**src/sv/spectrum_magnitude_peak_finder_macros.svh**
```systemverilog
// Assertion shorthands shared by the peak finder modules.
// Each expects i_clk and i_rst_n in the scope where it is used.
`ifndef SPECTRUM_MAGNITUDE_PEAK_FINDER_MACROS_SVH
`define SPECTRUM_MAGNITUDE_PEAK_FINDER_MACROS_SVH

// Consequent checked in the same cycle as the antecedent.
`define SMPF_ASSERT_NOW(lbl, ante, cons, msg) \
    lbl: assert property (@(posedge i_clk) disable iff (!i_rst_n) (ante) |-> (cons)) \
        else $error(msg);

// Consequent checked in the cycle after the antecedent.
`define SMPF_ASSERT_NEXT(lbl, ante, cons, msg) \
    lbl: assert property (@(posedge i_clk) disable iff (!i_rst_n) (ante) |=> (cons)) \
        else $error(msg);

`endif

```
**src/sv/smpf_pkg.sv**
```systemverilog
`timescale 1ns / 1ps

package smpf_pkg;

    // configuration register widths and indexes
    localparam int FRAME_SIZE_W = 13;
    localparam int RATE_W       = 32;
    localparam int CENTER_W     = 36;
    localparam int CFG_ADDR_W   = 2;
    localparam int CFG_DATA_W   = 36;

    localparam logic [CFG_ADDR_W-1:0] CFG_FRAME_SIZE  = 2'd0;
    localparam logic [CFG_ADDR_W-1:0] CFG_SAMPLE_RATE = 2'd1;
    localparam logic [CFG_ADDR_W-1:0] CFG_CENTER_FREQ = 2'd2;

    localparam logic [FRAME_SIZE_W-1:0] FRAME_SIZE_RST = 13'd1024;

    // result field widths
    localparam int BIN_W       = 12;
    localparam int MAG_W       = 16;
    localparam int FREQ_W      = 38;
    localparam int OUT_FIELD_W = BIN_W + MAG_W + BIN_W + FREQ_W;
    localparam int OUT_TDATA_W = ((OUT_FIELD_W + 7) / 8) * 8;
    localparam int OUT_PAD_W   = OUT_TDATA_W - OUT_FIELD_W;

    typedef enum logic [2:0] {
        S_IDLE,
        S_SQUARE,
        S_SQRT,
        S_UPDATE,
        S_MUL,
        S_DIV,
        S_EMIT
    } t_state;

    typedef struct packed {
        logic load_in;
        logic square;
        logic sqrt_step;
        logic update;
        logic mul;
        logic div_step;
        logic emit;
    } t_dp_cmd;

    typedef struct packed {
        logic sqrt_done;
        logic div_done;
        logic last;
        logic out_busy;
    } t_dp_sts;

endpackage

```
**src/sv/spectrum_magnitude_peak_finder.sv**
```systemverilog
`timescale 1ns / 1ps
// Channel   Dir  Handshake                 Payload
// s (bins)  in   i_s_tvalid / o_s_tready   i_s_tdata: real_part, imag_part
// m (res)   out  o_m_tvalid / i_m_tready   o_m_tdata + o_m_tlast (frame_end)
// cfg       in   i_cfg_we                  i_cfg_addr, i_cfg_data
//
// Each bin passes through the bit-serial square root that yields one
// magnitude bit per cycle. The last bin of a frame also runs the multiply and
// the shift-subtract division that places the peak frequency.
// A new bin is taken as soon as the previous one sits in the output register;
// a stalled output holds the next result in the datapath until it drains.
// Reset is synchronous, active low; frame_size returns to 1024, rates to 0.

module spectrum_magnitude_peak_finder
    import smpf_pkg::*;
#(
    parameter int MAX_BINS     = 4096,
    parameter int SAMPLE_WIDTH = 16
) (
    input  logic                                       i_clk,
    input  logic                                       i_rst_n,
    // configuration writes: 0 frame_size, 1 sample_rate, 2 center_frequency
    input  logic                                       i_cfg_we,
    input  logic [CFG_ADDR_W-1:0]                      i_cfg_addr,
    input  logic [CFG_DATA_W-1:0]                      i_cfg_data,
    // bins in
    input  logic                                       i_s_tvalid,
    output logic                                       o_s_tready,
    // real_part, imag_part (each SAMPLE_WIDTH bits, signed), zero padded
    input  logic [((2*SAMPLE_WIDTH+7)/8)*8-1:0]        i_s_tdata,
    // results out
    output logic                                       o_m_tvalid,
    input  logic                                       i_m_tready,
    // bin_number[11:0], magnitude[27:12], peak_bin[39:28],
    // peak_frequency[77:40], zeros[79:78]
    output logic [OUT_TDATA_W-1:0]                     o_m_tdata,
    output logic                                       o_m_tlast
);

    t_dp_cmd cmd;
    t_dp_sts sts;

    // sequence one bin at a time: square, root, peak update, then the
    // once-per-frame multiply and divide, then hand off to the output register
    smpf_ctrl u_ctrl (
        .i_clk      (i_clk),
        .i_rst_n    (i_rst_n),
        .i_in_valid (i_s_tvalid),
        .o_in_ready (o_s_tready),
        .o_cmd      (cmd),
        .i_sts      (sts)
    );

    // registers, root and divide iterations, frame tracking, output stage
    smpf_dp #(
        .MAX_BINS     (MAX_BINS),
        .SAMPLE_WIDTH (SAMPLE_WIDTH)
    ) u_dp (
        .i_clk       (i_clk),
        .i_rst_n     (i_rst_n),
        .i_cfg_we    (i_cfg_we),
        .i_cfg_addr  (i_cfg_addr),
        .i_cfg_data  (i_cfg_data),
        .i_re        (i_s_tdata[SAMPLE_WIDTH-1:0]),
        .i_im        (i_s_tdata[2*SAMPLE_WIDTH-1:SAMPLE_WIDTH]),
        .i_cmd       (cmd),
        .o_sts       (sts),
        .o_out_valid (o_m_tvalid),
        .i_out_ready (i_m_tready),
        .o_out_data  (o_m_tdata),
        .o_out_last  (o_m_tlast)
    );

endmodule

```
**src/sv/smpf_ctrl.sv**
```systemverilog
`timescale 1ns / 1ps
`include "spectrum_magnitude_peak_finder_macros.svh"

module smpf_ctrl
    import smpf_pkg::*;
(
    input  logic    i_clk,
    input  logic    i_rst_n,
    input  logic    i_in_valid,
    output logic    o_in_ready,
    output t_dp_cmd o_cmd,
    input  t_dp_sts i_sts
);

    t_state r_state;
    t_state n_state;

    always_ff @(posedge i_clk) begin
        if (!i_rst_n) begin
            r_state <= S_IDLE;
        end else begin
            r_state <= n_state;
        end
    end

    always_comb begin
        n_state    = r_state;
        o_cmd      = '0;
        o_in_ready = 1'b0;
        case (r_state)
            S_IDLE: begin
                o_in_ready = 1'b1;
                if (i_in_valid) begin
                    o_cmd.load_in = 1'b1;
                    n_state       = S_SQUARE;
                end
            end
            S_SQUARE: begin
                o_cmd.square = 1'b1;
                n_state      = S_SQRT;
            end
            S_SQRT: begin
                o_cmd.sqrt_step = 1'b1;
                if (i_sts.sqrt_done) begin
                    n_state = S_UPDATE;
                end
            end
            S_UPDATE: begin
                o_cmd.update = 1'b1;
                n_state      = i_sts.last ? S_MUL : S_EMIT;
            end
            S_MUL: begin
                o_cmd.mul = 1'b1;
                n_state   = S_DIV;
            end
            S_DIV: begin
                o_cmd.div_step = 1'b1;
                if (i_sts.div_done) begin
                    n_state = S_EMIT;
                end
            end
            S_EMIT: begin
                // wait for the output register to free up
                if (!i_sts.out_busy) begin
                    o_cmd.emit = 1'b1;
                    n_state    = S_IDLE;
                end
            end
            default: begin
                n_state = S_IDLE;
            end
        endcase
    end

    `SMPF_ASSERT_NEXT(a_accept_to_square, o_cmd.load_in, r_state == S_SQUARE, "accept did not start squaring")
    `SMPF_ASSERT_NEXT(a_div_to_emit, o_cmd.div_step && i_sts.div_done, r_state == S_EMIT, "division end lost")
    `SMPF_ASSERT_NOW(a_emit_free, o_cmd.emit, !i_sts.out_busy, "emit over a pending result")

endmodule

```
**src/sv/smpf_dp.sv**
```systemverilog
`timescale 1ns / 1ps
`include "spectrum_magnitude_peak_finder_macros.svh"

module smpf_dp
    import smpf_pkg::*;
#(
    parameter int MAX_BINS     = 4096,
    parameter int SAMPLE_WIDTH = 16
) (
    input  logic                           i_clk,
    input  logic                           i_rst_n,
    input  logic                           i_cfg_we,
    input  logic [CFG_ADDR_W-1:0]          i_cfg_addr,
    input  logic [CFG_DATA_W-1:0]          i_cfg_data,
    input  logic signed [SAMPLE_WIDTH-1:0] i_re,
    input  logic signed [SAMPLE_WIDTH-1:0] i_im,
    input  t_dp_cmd                        i_cmd,
    output t_dp_sts                        o_sts,
    output logic                           o_out_valid,
    input  logic                           i_out_ready,
    output logic [OUT_TDATA_W-1:0]         o_out_data,
    output logic                           o_out_last
);

    localparam int SW    = SAMPLE_WIDTH;
    localparam int XW    = 2 * SW;
    localparam int RW    = SW + 2;
    localparam int SQC_W = $clog2(SW);
    localparam int CNT_W = (MAX_BINS > 2) ? $clog2(MAX_BINS) : 1;
    localparam int EW    = (CNT_W + 1 > FRAME_SIZE_W) ? CNT_W + 1 : FRAME_SIZE_W;
    localparam int PW    = RATE_W + CNT_W;
    localparam int DVC_W = $clog2(PW);

    // configuration
    logic [FRAME_SIZE_W-1:0] r_frame_size;
    logic [RATE_W-1:0]       r_rate;
    logic [CENTER_W-1:0]     r_center;

    // frame state
    logic [CNT_W-1:0] r_bin_cnt;
    logic [SW-1:0]    r_best_mag;
    logic [CNT_W-1:0] r_best_bin;

    // per-item working registers
    logic signed [SW-1:0] r_re;
    logic signed [SW-1:0] r_im;
    logic [XW-1:0]        r_x;
    logic [RW-1:0]        r_rem;
    logic [SW-1:0]        r_root;
    logic [SQC_W-1:0]     r_sq_cnt;
    logic [PW-1:0]        r_dvq;
    logic [CNT_W-1:0]     r_drem;
    logic [DVC_W-1:0]     r_dv_cnt;

    // output register
    logic                r_out_valid;
    logic [BIN_W-1:0]    r_out_bin;
    logic [MAG_W-1:0]    r_out_mag;
    logic                r_out_last;
    logic [BIN_W-1:0]    r_out_pbin;
    logic [FREQ_W-1:0]   r_out_freq;

    logic [EW-1:0]        fs_ext;
    logic [CNT_W-1:0]     size_m1;
    logic                 last;
    logic signed [XW-1:0] sq_re;
    logic signed [XW-1:0] sq_im;
    logic [RW-1:0]        rem_sh;
    logic [RW-1:0]        trial;
    logic [CNT_W:0]       drem_sh;
    logic [FREQ_W-1:0]    freq;
    logic                 fs_write;

    // effective frame size minus one, saturated to 2..MAX_BINS bins
    assign fs_ext = EW'(r_frame_size);
    always_comb begin
        if (fs_ext < EW'(2)) begin
            size_m1 = CNT_W'(1);
        end else if (fs_ext > EW'(MAX_BINS)) begin
            size_m1 = CNT_W'(MAX_BINS - 1);
        end else begin
            size_m1 = CNT_W'(fs_ext - EW'(1));
        end
    end

    assign last     = (r_bin_cnt >= size_m1);
    assign fs_write = i_cfg_we && (i_cfg_addr == CFG_FRAME_SIZE);

    assign sq_re  = r_re * r_re;
    assign sq_im  = r_im * r_im;

    // one root bit per step
    assign rem_sh  = {r_rem[SW-1:0], r_x[XW-1 -: 2]};
    assign trial   = {r_root[SW-1:0], 2'b01};
    assign drem_sh = {r_drem, r_dvq[PW-1]};

    assign freq = FREQ_W'(r_center) + FREQ_W'(r_dvq[RATE_W-1:0])
                - FREQ_W'(r_rate[RATE_W-1:1]);

    always_ff @(posedge i_clk) begin
        if (!i_rst_n) begin
            r_frame_size <= FRAME_SIZE_RST;
            r_rate       <= '0;
            r_center     <= '0;
        end else if (i_cfg_we) begin
            case (i_cfg_addr)
                CFG_FRAME_SIZE:  r_frame_size <= i_cfg_data[FRAME_SIZE_W-1:0];
                CFG_SAMPLE_RATE: r_rate       <= i_cfg_data[RATE_W-1:0];
                CFG_CENTER_FREQ: r_center     <= i_cfg_data[CENTER_W-1:0];
                default: begin
                end
            endcase
        end
    end

    always_ff @(posedge i_clk) begin
        if (!i_rst_n || fs_write) begin
            r_bin_cnt  <= '0;
            r_best_mag <= '0;
            r_best_bin <= '0;
        end else begin
            if (i_cmd.update && (r_root > r_best_mag)) begin
                r_best_mag <= r_root;
                r_best_bin <= r_bin_cnt;
            end
            if (i_cmd.emit) begin
                if (last) begin
                    r_bin_cnt  <= '0;
                    r_best_mag <= '0;
                    r_best_bin <= '0;
                end else begin
                    r_bin_cnt <= r_bin_cnt + CNT_W'(1);
                end
            end
        end
    end

    always_ff @(posedge i_clk) begin
        if (i_cmd.load_in) begin
            r_re <= i_re;
            r_im <= i_im;
        end
        if (i_cmd.square) begin
            r_x      <= $unsigned(sq_re) + $unsigned(sq_im);
            r_rem    <= '0;
            r_root   <= '0;
            r_sq_cnt <= '0;
        end else if (i_cmd.sqrt_step) begin
            r_x      <= {r_x[XW-3:0], 2'b00};
            r_sq_cnt <= r_sq_cnt + SQC_W'(1);
            if (rem_sh >= trial) begin
                r_rem  <= rem_sh - trial;
                r_root <= {r_root[SW-2:0], 1'b1};
            end else begin
                r_rem  <= rem_sh;
                r_root <= {r_root[SW-2:0], 1'b0};
            end
        end
        if (i_cmd.mul) begin
            r_dvq    <= r_rate * r_best_bin;
            r_drem   <= '0;
            r_dv_cnt <= '0;
        end else if (i_cmd.div_step) begin
            r_dv_cnt <= r_dv_cnt + DVC_W'(1);
            if (drem_sh >= {1'b0, size_m1}) begin
                r_drem <= CNT_W'(drem_sh - {1'b0, size_m1});
                r_dvq  <= {r_dvq[PW-2:0], 1'b1};
            end else begin
                r_drem <= drem_sh[CNT_W-1:0];
                r_dvq  <= {r_dvq[PW-2:0], 1'b0};
            end
        end
    end

    always_ff @(posedge i_clk) begin
        if (!i_rst_n) begin
            r_out_valid <= 1'b0;
        end else if (i_cmd.emit) begin
            r_out_valid <= 1'b1;
        end else if (i_out_ready) begin
            r_out_valid <= 1'b0;
        end
    end

    always_ff @(posedge i_clk) begin
        if (i_cmd.emit) begin
            r_out_bin  <= BIN_W'(r_bin_cnt);
            r_out_mag  <= MAG_W'(r_root);
            r_out_last <= last;
            r_out_pbin <= last ? BIN_W'(r_best_bin) : '0;
            r_out_freq <= last ? freq : '0;
        end
    end

    assign o_sts.sqrt_done = (r_sq_cnt == SQC_W'(SW - 1));
    assign o_sts.div_done  = (r_dv_cnt == DVC_W'(PW - 1));
    assign o_sts.last      = last;
    assign o_sts.out_busy  = r_out_valid && !i_out_ready;

    assign o_out_valid = r_out_valid;
    assign o_out_last  = r_out_last;
    assign o_out_data  = {{OUT_PAD_W{1'b0}}, r_out_freq, r_out_pbin, r_out_mag, r_out_bin};

    `SMPF_ASSERT_NOW(a_cnt_in_frame, 1'b1, r_bin_cnt <= size_m1, "bin counter beyond frame")
    `SMPF_ASSERT_NEXT(a_frame_restart, i_cmd.emit && last, (r_bin_cnt == '0) && (r_best_mag == '0), "frame did not restart")
    `SMPF_ASSERT_NEXT(a_best_grows, !(i_cmd.emit && last) && !fs_write, r_best_mag >= $past(r_best_mag), "peak magnitude fell mid-frame")
    `SMPF_ASSERT_NEXT(a_emit_shows, i_cmd.emit, r_out_valid, "emitted result not shown")

endmodule

```
**config.mk**
```make
export PLATFORM = sky130hd
export DESIGN_NAME = spectrum_magnitude_peak_finder
export DESIGN_NICKNAME = d
export VERILOG_FILES = /design/src/sv/smpf_pkg.sv /design/src/sv/spectrum_magnitude_peak_finder.sv /design/src/sv/smpf_ctrl.sv /design/src/sv/smpf_dp.sv
export VERILOG_INCLUDE_DIRS = /design/src /design/src/sv
export SDC_FILE = /design/constraint.sdc
export NUM_CORES = 2
export LEC_CHECK = 0
export ABC_AREA = 1
export BUFFER_PORTS_ARGS = -buffer_cell sky130_fd_sc_hd__buf_2
export CAP_MARGIN = 20
export CORE_ASPECT_RATIO = 1.25
export CORE_MARGIN = 3
export CORE_UTILIZATION = 35
export CTS_BUF_LIST = sky130_fd_sc_hd__clkbuf_16
export CTS_CLUSTER_SIZE = 25
export DETAILED_ROUTE_END_ITERATION = 7
export PLACE_DENSITY = 0.57
export SLEW_MARGIN = 20
export SYNTH_ARGS = -nofsm -noshare
export SYNTH_HDL_FRONTEND = slang
export SYNTH_SLANG_ARGS = --single-unit
```
**constraint.sdc**
```tcl
create_clock -name i_clk -period 11.6 [get_ports i_clk]
set_clock_uncertainty 0.05 [all_clocks]
set_input_delay 0 -clock i_clk [delete_from_list [all_inputs] [get_ports i_clk]]
set_output_delay 0 -clock i_clk [all_outputs]
set_load 0.05 [all_outputs]
```
==> flow_summary.ini <==
[yosys]
synth.distinct_cells = 58
ys_ff_latch = 366
async_flop_share = 0
postSynthAreaPerCell_sq_um = 8.170
synthesis.area_sq_um = 49700
synth.area.mux_share = 0
synth_ff_type = edfxtp_1
synth_warnings = 0
synth-compound-area-share = 0.07549
synth_top_family_by_area = adder cells
synth_fa_ha_area_frac = 0.4233
synth_xor_area_frac = 0.02555
synth_edf_count = 187
syn_inst = 6084
yosysSeqAreaShare = 0.1851
synth-simple-area-share = 0.1624

[critical_path]
endpoint_kind = flip-flop
rr_startpoint = u_dp.r_im[0]
worstPathArrival_ns = 8.17
r2r_end = u_dp.r_x[26]
path_max_fanout = 18
worstSetupStartpointType = flip-flop
reg2reg_depth = 26
criticalPathCategory = reg -> reg
cp.required_ns = 11.95
reg2reg_slack_ns = 3.77

[final_layout]
most-common-layout-cells = inv_1, nand2_1, fa_1
nFillCells = 14450
layout.nets = 7494
area_growth_pct = 10.78
layout-drive-gt1-share = 0.05264
final_common_cell = inv_1

[min_path]
min_from = i_s_tdata[30]
holdPathEnd = u_dp.r_im[14]
hold_depth = 2
hold_path.class = in -> reg

[floorplanning]
start_util = 0.3524
coreArea_sq_um = 141000
pin_count = 158
die_y_um = 427.3
die-width_um = 343.1
core.rowCount = 154
die_area_sq_um = 146600

[placement]
gp_congestion = 0.9130
dp_hpwl_mm = 109.0
port_buffers = 155

[global_route]
globalRouteMet3Util = 0.01603
overflow = 0
grt_max_degree = 83
grt_use_total = 0.1868
grt_pass1_vias = 41340
use_met2 = 0.3441
busiest_layer = met2
antenna_found_initial = 0
met1_usage = 0.2267
grt_pass1_wl_mm = 218.3

[timing]
fmax_mhz = 127.8
rsz0062_at_grt = no
slew_viol_final = 0
worstMarginPinSlew_ns = 1.004
hold_viol = 0
period_needed_ns = 7.825
timing.final.crit_share = 0.6746
finalSetupTns_ns = 0
final-setup-viol-count = 0
relSlewSlack = 0.3307

[cts]
clk_path_buf_depth = 3
tritoncts = yes
cts_made_buffers = 44
insertion_delay_ns = 0.65
cts_resized = 0
clock_sinks = 366
root_buffer = clkbuf_16
cts_setup_buffers = 0
clkTransAtPathRegs_ns = 0.06
hold_buffers = 115
cts_htree_levels = 2

[routing]
drc = 0
drt_pre_antenna_iters = 6
post_drt_wl_per_cell_um = 16.44
viasPerCell = 4.750
wl_mm = 133.8
vias = 38670
drtIter0Drc = 1853
ant_nets = 0

[status]
status = finished, final reports clean

[flow_run]
drv_cap = 0
how the worst max path moves through the flow:
stage | from | endpoint | cells after the start
after global routing | u_dp.r_im[0] | u_dp.r_x[29] | 27
after detailed placement | u_dp.r_im[0] | u_dp.r_x[26] | 26
final | u_dp.r_im[0] | u_dp.r_x[26] | 26
after CTS | u_dp.r_im[0] | u_dp.r_x[26] | 26
after floorplan | u_dp.r_im[15] | u_dp.r_x[26] | 26
after global placement | u_dp.r_im[0] | u_dp.r_x[26] | 26
cells by family after synthesis:
group                      after synthesis
buffers and inverters                 1690
xor gates and xnor gates               145
AOI/OAI and AO/OA                      681
adders and majority gates             1186
other                                    1
DFF                                    366
and+or+nand+nor                       2015
final cells by class:
cell class              count  area, sq um  share of cell area
diodes                      1        2.502          0.00004545
clock buffers              46         1151             0.02091
clock inverters            36        380.4            0.006908
inverters                1478         5549              0.1008
multi-input cells        4029        34180              0.6208
flip-flops and latches    366         9200              0.1671
well taps                1872         2342             0.04254
repair buffers            314         2257             0.04099
per-stage QoR:
stage / setup slack (ns) / instance area, sq um / hold slack [ns] / utilization / std cells
after global placement: 3.857 / 52370 / 0.1265 / 0.3713 / 7944
after floorplan: 4.365 / 49710 / 0.04887 / - / 6085
after detailed placement: 3.799 / 52370 / 0.1281 / 0.3713 / 7944
final: 3.775 / 55060 / 0.06237 / 0.3904 / 8142
after CTS: 3.770 / 55060 / 0.003516 / 0.3903 / 8141
after global routing: 3.333 / 55060 / 0.02764 / 0.3904 / 8141
synth_stat cells (5+ instances only):
master / number / area share
buf_2: 7 / 0.00070
inv_2: 5 / 0.00038
dfxtp_1: 179 / 0.072
nor2_2: 6 / 0.00076
a21oi_1: 269 / 0.027
a21boi_0: 12 / 0.0018
xnor2_1: 64 / 0.011
a21o_1: 12 / 0.0018
nor2_1: 368 / 0.028
or2_2: 17 / 0.0021
o31ai_1: 7 / 0.0011
o21bai_1: 31 / 0.0047
fa_1: 826 / 0.33
nand2_2: 5 / 0.00063
nand3b_1: 5 / 0.00076
ha_1: 360 / 0.091
o22ai_1: 16 / 0.0020
o21a_1: 12 / 0.0018
a31oi_1: 31 / 0.0039
buf_1: 6 / 0.00045
o21ai_1: 28 / 0.0028
nor3_1: 31 / 0.0031
edfxtp_1: 187 / 0.11
nand4_1: 20 / 0.0025
nand3_1: 139 / 0.014
xor2_1: 81 / 0.014
inv_1: 1469 / 0.11
nand2_1: 1387 / 0.10
o21ai_0: 233 / 0.023
or2_1: 7 / 0.00088
o211ai_1: 9 / 0.0014
nor4_1: 11 / 0.0014
clkbuf_1: 196 / 0.015
critical path, stage by stage, from the launching register on:
cell and delay (ns):
edfxtp_1 0.33, buf_4 0.28, nand2_1 0.18, inv_1 0.54
fa_1 0.52, inv_1 0.08, fa_1 0.45, fa_1 0.55
inv_1 0.06, fa_1 0.52, fa_1 0.44, fa_1 0.52
fa_1 0.54, inv_1 0.06, fa_1 0.56, inv_1 0.05
ha_1 0.35, a21oi_1 0.25, a21boi_0 0.23, o21bai_1 0.11
a21oi_1 0.29, o21bai_1 0.14, nand2_1 0.07, nand2_1 0.06
or2_1 0.21, nand3_1 0.07, nand2_1 0.05
metal layers:
metal / vias to the layer above / share of wire
li1: 18550 / -
met1: 19090 / 0.41
met2: 773 / 0.51
met3: 256 / 0.033
met4: 0 / 0.038
met5: - / 0
state kept, by name, indices dropped and copies added (netlist names), 32 cells and up:
signal,flops
u_dp.r_dvq,44
u_dp.r_center,36
u_dp.r_x,32
u_dp.r_rate,32
u_dp.r_out_freq,38
Power is not shown: default switching activity piles up to over one toggle a cycle in this logic, so the estimate is an artifact.
